[config.mk]
export PLATFORM = sky130hd
export DESIGN_NAME = length_prefixed_frame_receiver_unit
export DESIGN_NICKNAME = d
export VERILOG_FILES = /design/src/rtl/lpfr_pkg.sv /design/src/rtl/length_prefixed_frame_receiver_unit.sv /design/src/rtl/lpfr_front.sv /design/src/rtl/lpfr_queue.sv
export SDC_FILE = /design/constraint.sdc
export NUM_CORES = 1
export LEC_CHECK = 0
export ABC_AREA = 1
export BUFFER_PORTS_ARGS = -buffer_cell sky130_fd_sc_hd__buf_4
export CAP_MARGIN = 10
export CORE_ASPECT_RATIO = 1.75
export CORE_UTILIZATION = 47
export CTS_CLUSTER_DIAMETER = 80
export DETAILED_ROUTE_END_ITERATION = 8
export HOLD_SLACK_MARGIN = 0.1
export PLACE_DENSITY = 0.65
export SETUP_SLACK_MARGIN = 0.02
export SLEW_MARGIN = 15
export SYNTH_ARGS = -nofsm -noshare
export SYNTH_HDL_FRONTEND = slang
export SYNTH_SLANG_ARGS = --single-unit
[constraint.sdc]
create_clock -name clk -period 5.31 [get_ports clk]
set_clock_uncertainty 0.2 [all_clocks]
set_input_delay 0.531 -clock clk [delete_from_list [all_inputs] [get_ports clk]]
set_output_delay 0.531 -clock clk [all_outputs]
set_load 0.01 [all_outputs]
[src/rtl/lpfr_pkg.sv]
package lpfr_pkg;

  localparam logic [15:0] MARKER_WORD     = 16'hDEAD;
  localparam logic [15:0] FRAME_LIMIT_RST = 16'd4096;
  localparam logic [15:0] HDR_SHORT       = 16'd2;
  localparam logic [15:0] HDR_LONG        = 16'd4;

  localparam logic [1:0] TAG_HEADER = 2'd0;
  localparam logic [1:0] TAG_BODY   = 2'd1;
  localparam logic [1:0] TAG_LAST   = 2'd2;
  localparam logic [1:0] TAG_ERROR  = 2'd3;

  typedef enum logic {
    PH_HEADER = 1'b0,
    PH_BODY   = 1'b1
  } rx_phase_t;

  typedef struct packed {
    logic [7:0]  data_byte;
    logic [15:0] byte_offset;
    logic [1:0]  byte_phase;
    logic        marker_seen;
    logic [15:0] frame_length;
  } rx_result_t;

endpackage

[src/rtl/length_prefixed_frame_receiver_unit.sv]
// An accepted byte is registered into the queue and offered on the output once the entries ahead of it are taken.
// Throughput: one byte per cycle while the queue is not full; the parser is combinational
// and a two-entry queue lets the output stall without stopping input at once.
// Reset (rst, synchronous): parser back to header start, queue empty,
// frame_limit back to 4096.
module length_prefixed_frame_receiver_unit import lpfr_pkg::*; (
  input  logic        clk,
  input  logic        rst,
  input  logic        in_valid,
  output logic        in_stall,
  input  logic [7:0]  rx_byte,
  input  logic        cfg_we,
  input  logic [15:0] cfg_data,
  output logic        out_valid,
  input  logic        out_stall,
  output logic [7:0]  data_byte,
  output logic [15:0] byte_offset,
  output logic [1:0]  byte_phase,
  output logic        marker_seen,
  output logic [15:0] frame_length
);

  rx_result_t result;
  rx_result_t head;
  logic       full;
  logic       take;
  logic       pop;

  assign in_stall = full;
  assign take     = in_valid && !full;
  assign pop      = out_valid && !out_stall;

  lpfr_front u_front (
    .clk      (clk),
    .rst      (rst),
    .take     (take),
    .rx_byte  (rx_byte),
    .cfg_we   (cfg_we),
    .cfg_data (cfg_data),
    .result   (result)
  );

  lpfr_queue u_queue (
    .clk       (clk),
    .rst       (rst),
    .push      (take),
    .push_data (result),
    .pop       (pop),
    .full      (full),
    .not_empty (out_valid),
    .head      (head)
  );

  assign data_byte    = head.data_byte;
  assign byte_offset  = head.byte_offset;
  assign byte_phase   = head.byte_phase;
  assign marker_seen  = head.marker_seen;
  assign frame_length = head.frame_length;

endmodule

[src/rtl/lpfr_front.sv]
module lpfr_front import lpfr_pkg::*; (
  input  logic       clk,
  input  logic       rst,
  input  logic       take,
  input  logic [7:0] rx_byte,
  input  logic       cfg_we,
  input  logic [15:0] cfg_data,
  output rx_result_t result
);

  logic [15:0] frame_limit;
  rx_phase_t   rx_phase, rx_phase_next;
  logic [15:0] bytes_seen, bytes_seen_next;
  logic [7:0]  header_lo, header_lo_next;
  logic [15:0] length_held, length_held_next;
  logic        marker_flag, marker_flag_next;

  rx_phase_t   e_phase;
  logic [15:0] e_seen;
  logic [7:0]  e_hlo;
  logic [15:0] e_len;
  logic        e_mark;
  logic        stale;
  logic        do_finish;
  logic        fin_long;
  logic [15:0] fin_len;
  logic [15:0] hsize;
  logic [15:0] word;
  logic [16:0] seen_inc;
  logic        restart;
  logic [1:0]  tag;
  logic [15:0] len_out;
  logic        mark_out;

  always_ff @(posedge clk) begin
    if (rst) begin
      frame_limit <= FRAME_LIMIT_RST;
    end else if (cfg_we) begin
      frame_limit <= cfg_data;
    end
  end

  always_ff @(posedge clk) begin
    if (rst) begin
      rx_phase    <= PH_HEADER;
      bytes_seen  <= '0;
      header_lo   <= '0;
      length_held <= '0;
      marker_flag <= 1'b0;
    end else if (take) begin
      rx_phase    <= rx_phase_next;
      bytes_seen  <= bytes_seen_next;
      header_lo   <= header_lo_next;
      length_held <= length_held_next;
      marker_flag <= marker_flag_next;
    end
  end

  always_comb begin
    // drop a frame whose count has run past its header or its length
    stale = ((rx_phase == PH_BODY) && (bytes_seen >= length_held)) ||
            ((rx_phase == PH_HEADER) && (bytes_seen > 16'd3));
    e_phase = stale ? PH_HEADER : rx_phase;
    e_seen  = stale ? 16'd0 : bytes_seen;
    e_hlo   = stale ? 8'd0 : header_lo;
    e_len   = stale ? 16'd0 : length_held;
    e_mark  = stale ? 1'b0 : marker_flag;

    rx_phase_next    = e_phase;
    bytes_seen_next  = e_seen;
    header_lo_next   = e_hlo;
    length_held_next = e_len;
    marker_flag_next = e_mark;

    tag       = TAG_HEADER;
    len_out   = '0;
    mark_out  = e_mark;
    restart   = 1'b0;
    do_finish = 1'b0;
    fin_long  = 1'b0;
    fin_len   = '0;
    word      = {rx_byte, e_hlo};
    seen_inc  = {1'b0, e_seen} + 17'd1;

    if (e_phase == PH_BODY) begin
      len_out = e_len;
      if (seen_inc == {1'b0, e_len}) begin
        tag     = TAG_LAST;
        restart = 1'b1;
      end else begin
        tag             = TAG_BODY;
        bytes_seen_next = seen_inc[15:0];
      end
    end else begin
      case (e_seen[1:0])
        2'd0: begin
          header_lo_next  = rx_byte;
          bytes_seen_next = 16'd1;
        end
        2'd1: begin
          if (word == MARKER_WORD) begin
            marker_flag_next = 1'b1;
            mark_out         = 1'b1;
            bytes_seen_next  = 16'd2;
          end else begin
            len_out   = word;
            do_finish = 1'b1;
            fin_len   = word;
          end
        end
        2'd2: begin
          length_held_next = {8'd0, rx_byte};
          bytes_seen_next  = 16'd3;
        end
        default: begin
          len_out   = {rx_byte, e_len[7:0]};
          do_finish = 1'b1;
          fin_long  = 1'b1;
          fin_len   = {rx_byte, e_len[7:0]};
        end
      endcase
    end

    hsize = fin_long ? HDR_LONG : HDR_SHORT;
    if (do_finish) begin
      if ((fin_len < hsize) || (fin_len >= frame_limit)) begin
        tag     = TAG_ERROR;
        restart = 1'b1;
      end else if (fin_len == hsize) begin
        tag     = TAG_LAST;
        restart = 1'b1;
      end else begin
        rx_phase_next    = PH_BODY;
        bytes_seen_next  = hsize;
        length_held_next = fin_len;
      end
    end

    if (restart) begin
      rx_phase_next    = PH_HEADER;
      bytes_seen_next  = '0;
      header_lo_next   = '0;
      length_held_next = '0;
      marker_flag_next = 1'b0;
    end

    result.data_byte    = rx_byte;
    result.byte_offset  = e_seen;
    result.byte_phase   = tag;
    result.marker_seen  = mark_out;
    result.frame_length = len_out;
  end

endmodule

[src/rtl/lpfr_queue.sv]
module lpfr_queue import lpfr_pkg::*; (
  input  logic       clk,
  input  logic       rst,
  input  logic       push,
  input  rx_result_t push_data,
  input  logic       pop,
  output logic       full,
  output logic       not_empty,
  output rx_result_t head
);

  rx_result_t  slots [2];
  logic        wr_ptr;
  logic        rd_ptr;
  logic [1:0]  count;

  always_ff @(posedge clk) begin
    if (push) begin
      slots[wr_ptr] <= push_data;
    end
  end

  always_ff @(posedge clk) begin
    if (rst) begin
      wr_ptr <= 1'b0;
      rd_ptr <= 1'b0;
      count  <= '0;
    end else begin
      if (push) begin
        wr_ptr <= ~wr_ptr;
      end
      if (pop) begin
        rd_ptr <= ~rd_ptr;
      end
      case ({push, pop})
        2'b10:   count <= count + 2'd1;
        2'b01:   count <= count - 2'd1;
        default: count <= count;
      endcase
    end
  end

  assign full      = (count == 2'd2);
  assign not_empty = (count != 2'd0);
  assign head      = slots[rd_ptr];

endmodule

**After elaboration in Yosys (flattened, before gate mapping)**

Memories as Yosys holds them, arrays and structs flattened. A register that Yosys moved wholly into a read port is not among the register bits.
Index checks and enable logic that the tools add are counted.

- Memories: 1
- Output and inout port bits: 45
- Flip-flop bits (word level): 62
- Bits of input ports: 29
- Bits in writable memories: 86

- Equal/unequal tests: 8
- Magnitude comparators: 4
- Add/subtract/negate cells: 3
- Reduce and logical (&&, ||, !) cells: 13
- Bitwise operators: 3
- Multiplexer cells: 55

Memories:

| memory | depth | bits a word | rd ports | clocked after memory_dff | wr ports | RTL line | RTL |
|---|---|---|---|---|---|---|---|
| u_queue.slots | 2 | 43 | 1 | 1 | 1 | lpfr_queue.sv:12 | `rx_result_t slots [2];` |

Operator list:

| cell | count |
|---|---|
| $mux 16 | 18 |
| $pmux 16 s3 | 1 |
| $ge 16x16->1 | 2 |
| $mux 8 | 4 |
| $pmux 16 s2 | 1 |
| $mux 1 | 23 |
| $add 16x1->17 const B | 1 |
| $eq 17x16->1 | 1 |
| $eq 16x16->1 | 1 |
| $eq 16x16->1 const B | 1 |
| $gt 16x2->1 const B | 1 |
| $lt 16x16->1 | 1 |
| $mux 2 | 5 |
| $eq 2x2->1 const B | 3 |
| $eq 2x1->1 const B | 2 |
| $logic_and 1x1->1 | 4 |
| $pmux 2 s2 | 1 |
| $reduce_bool 2->1 | 2 |
| $mux 3 | 1 |
| $not 1->1 | 3 |
| $reduce_or 3->1 | 1 |
| $add 2x1->2 const B | 1 |
| $logic_not 1->1 | 2 |
| $logic_not 2->1 | 1 |
| 4 further kinds | 5 |

**Logic depth before layout (Yosys ltp)**

- Depth in word-level cells: 14
- Gate-level depth with buffers: 39
- Mapped depth without buffers: 36

**By module**

From an unflattened synthesis, not the netlist that was laid out.

- Cell total of the unflattened synthesis: 1099
- Area, all modules: 9081.2 µm²

By module, submodules not included:

| module | cells each | times used | area an instance (µm²) |
|---|---|---|---|
| lpfr_front | 928 | 1 | 5527.8 |
| lpfr_queue | 167 | 1 | 3533.4 |
| length_prefixed_frame_receiver_unit | 4 | 1 | 20.0 |

**Worst setup path before layout**

Ideal clock, no wire load.

- Kind: register to register
- Start: reg u_front.length_held[15]
- End: reg u_front.length_held[14]
- Arrival: 4390 ps
- Data required time: 4978 ps
- Cell stages (with the launch flop): 35
- Path buffers: 4
- Path slack: 588 ps
- Setup time: 132 ps
- Path through: dfxtp_1 -> inv_1 -> ha_1 -> nand2_1 -> inv_2 -> nand3_1 -> nand4_1 -> nor2_2 -> nand2_4 -> nand2_4 -> buf_6 -> buf_4 -> nand2_1 -> inv_1 -> ha_1 -> clkbuf_1 -> inv_1 -> nand2_1 -> o22ai_1 -> nand2_1 -> inv_1 -> ha_1 -> a21oi_1 -> o31ai_1 -> nand2_1 -> o211ai_1 -> nand2_1 -> o2111ai_1 -> a31oi_1 -> nand3_2 -> nor2_4 -> buf_2 -> o21ai_0 -> nand3_1 -> a21oi_1

RTL lines:

| item | RTL line | RTL |
|---|---|---|
| start, declared | lpfr_front.sv:15 | `logic [15:0] length_held, length_held_next;` |
| start signal, assigned | lpfr_front.sv:54 | `length_held <= length_held_next;` |

==> metrics.md <==
| Metric | Value |
|---|---|
| IO Count | 74 |
| Largest net degree at the start of global routing | 45 |
| Main combinational cell family by area after synthesis | simple AND/OR/NAND/NOR gates |
| Critical Path AT | a little over 5000 ps |
| Clk slew on worst S/H paths | about 70 ps |
| Number of global-route vias before repair | between 7k and 8k |
| Pleak | approximately 4.6 nW |
| Post-Synth Adder-Cell Area | around 5.5% |
| Commonest non-fill, non-tap cell in the layout | nand2_1 |
| Run status | completed |
| Fmax | between 0.2 and 0.25 GHz |
| Detailed Place HPWL | roughly 20 mm |
| Max cap viols | 0 |
| Number of synthesized flops with an enable pin | 86 |
| Critical path capture point type | register |
| Initial Utilization | between 40% and 50% |
| Commonest cells after routing, fill and taps aside | nand2_1 (270), inv_1 (129), nor2_1 (106) |
| Post-Layout Cell Count | between 1k and 1.5k |
| Total iterations of the first detailed-routing run | 5 |
| Fin. max-slew vios | 0 |
| Final-report hold violation count | 0 |
| Count of final setup violators | 0 |
| Clk buf depth | 2 |
| CP max stage delay | about 500 ps |
| Antenna violations before repair | 0 |
| # clock sinks | 149 |
| CORE AREA | roughly 18000 sq um |
| Synth Area in XOR/XNOR | 0.254% |
| Ant. Diodes | 0 |
| I/O Buffers | 73 |
| H-tree levels | 4 |
| Avg Cell Area, Syn | approximately 8.0 sq um |
| Synth-to-Final Area Change | 16.4% |
| Pwr Density | 743 nW/um^2 |
| Via density | ~5.4 |
| Critical-path top delay cell | dfxtp_1 |
| First-pass GRT wire length | between 40 and 50 mm |
| Dominant synthesized flop cell | edfxtp_1 |
| CP max FO | 23 |
| CP Data Required Time | between 5000 and 6000 ps |
| Wire per inst | approximately 18 microns |
| Hold Path Class | in -> reg |
| Worst path top cell family by delay | simple AND/OR/NAND/NOR gates |
| RSZ-0062 raised after global routing | false |
| Crit start category | register |
| Routability cong. | 0.985 |
| YS warnings | 0 |
| Vias | slightly below 8k |
| # DRC | 0 |
| Nets | 1251 |
| Antenna-violating nets left | 0 |
| Die X | ~110 microns |
| Mapped Cells | 1111 |
| Placed instance count | roughly 1.4k |
| Synth Register Bits | 149 |
| Share of layout cells above drive strength 1 | between 10% and 20% |
| Skew-Pair Late Insertion Delay | roughly 420 ps |
| Die Footprint | roughly 19000 sq um |
| Pwr Total | about 7.7 mW |
| Routed WL | between 20 and 30 mm |
| Proportion of synthesized area in mux cells | 5.46% |
| Slew headroom | 42.1% |
| Worst slew pin tran | between 800 and 900 ps |
| Critical path buffers and inverters | 6 |
| Total track usage | roughly 28% |
| Crit-path most repeated cell | nand2_1 |
| Post-route minimum period | 4890 ps |
| Mapped Nets | between 1k and 1.5k |
| WS Path Type | reg -> reg |
| Peak VDD IR | about 0.00063 V |
| 1st-iter DRT viols | 538 |
| CTS Buf Count | 17 |
| Cts hold-fix bufs | 0 |
| Seq/Total Area, Yosys | 43.4% |
| # rows | 66 |
| Synthesized cell area | slightly below 9000 sq um |
| Distinct cells, synth | 42 |
| Setup TNS | 0 ps |
| Die H | 184 microns |
| Grt ovf | 0 |
| Synth Area in Compound Gates | between 10 and 15% |
| Tcrit/Tclk final | between 90% and 100% |
| Synth Area in Simple Gates | between 20% and 30% |
| WHS | about 120 ps |
| FFs w/ async S/R, synth | 0% |
| CTS tree | done |
| Clock root cell | clkbuf_16 |
[kinds of logic (layout without fill, tap and decap cells)]
kind of cell,after synthesis,count (layout)
muxes,43,43
xor gates and xnor gates,1,1
buffers and inverters,186,271
and+or+nand+nor,525,525
adders and majority gates,39,39
DFF,149,149
AOI/OAI and AO/OA,168,168
[metal layers]
layer	up-vias	GRT usage, %	wire length (microns)
li1	3849	-	-
met1	3604	28.8	9360
met2	223	52.3	14100
met3	78	3.72	1010
met4	0	21.1	1890
met5	-	0	0
[area by class of cell]
cell class / instances / area, sq um
inverters: 143 / 539
fillers: 1777 / 8180
flip-flops and latches: 149 / 3850
clock inverters: 13 / 195
well taps: 238 / 298
repair buffers: 96 / 733
multi-input cells: 776 / 4270
clock buffers: 19 / 433
[worst register-to-register path: cells and delay by family, from the launching register on]
family                   cells  cell delay [ps]
AND/OR/NAND/NOR             19             1730
buffers and inverters        6              760
AO/OA/AOI/OAI                6              790
adder cells (fa/ha/maj)      3              830
flip-flops                   1              500
[report_power, final]
group	leakage, nW	internal (mW)	switching [mW]
Combinational	2.93	1.49	3.22
Sequential	1.34	1.53	0.135
Clock	0.296	0.795	0.496
[state kept, by name, indices dropped and copies added (netlist names), named ones only]
| register | cells |
|---|---|
| u_queue.wr_ptr | 1 |
| u_front.frame_limit | 16 |
| u_front.rx_phase | 1 |
| u_front.marker_flag | 1 |
| u_front.length_held | 16 |
| u_queue.rd_ptr | 1 |
| u_front.header_lo | 8 |
| u_queue.slots | 86 |
| u_queue.count | 2 |
| u_front.bytes_seen | 16 |
[repair_timing]
action,CTS,global route
setup endpoints to repair,0,40
resized for setup,0,8
setup buffers,0,0
[final timing paths]
path,from,endpoint,slack (ps),cells after the start
hold / removal,cfg_we,u_front.frame_limit[12]$_SDFFE_PP1P_,120,2
setup / recovery,u_front.bytes_seen[2]$_SDFFE_PP0P_,u_front.length_held[13]$_SDFFE_PP0P_,420,34
hold reg to reg,u_queue.rd_ptr$_SDFFE_PP0P_,register,250,1
setup reg to reg,u_front.bytes_seen[2]$_SDFFE_PP0P_,u_front.length_held[13]$_SDFFE_PP0P_,420,34
[synth_stat cells, types with 2 or more instances]
cell        n  share of area, %
nand2_1   271                11
inv_1     131               5.5
nor2_1    110               4.7
edfxtp_1   86                29
nand3_1    81               4.6
a21oi_1    73               4.1
dfxtp_1    63                14
o21ai_0    61               3.4
mux2_2     43               5.5
ha_1       39               5.5
clkbuf_1   26               1.1
nand4_1    23               1.6
inv_2      12              0.51
buf_6       8               1.0
nand3_2     8              0.90
o22ai_1     8              0.56
o21ai_2     7              0.69
nor2_4      6              0.76
nor3_1      5              0.28
buf_2       4              0.23
nand2_2     4              0.28
nand3b_1    4              0.34
nor2_2      4              0.28
o21bai_1    4              0.34
buf_4       3              0.25
o211ai_1    3              0.25
a211oi_1    2              0.17
a31oi_1     2              0.14
buf_1       2             0.085
nand2_4     2              0.25
nor3_2      2              0.23
o21a_1      2              0.17
o21ai_1     2              0.11
o31ai_1     2              0.17
[metrics by stage]
step                      util (%)  worst slack [ps]  cell area (sq um)
final                         55.8               421              10300
after global routing          55.8              19.6              10300
after floorplan                  -               588               8860
after CTS                     55.7               305              10300
after global placement        52.3               437               9670
after detailed placement      52.3               353               9670
No activity file was read; power rests on OpenSTA's default activity.
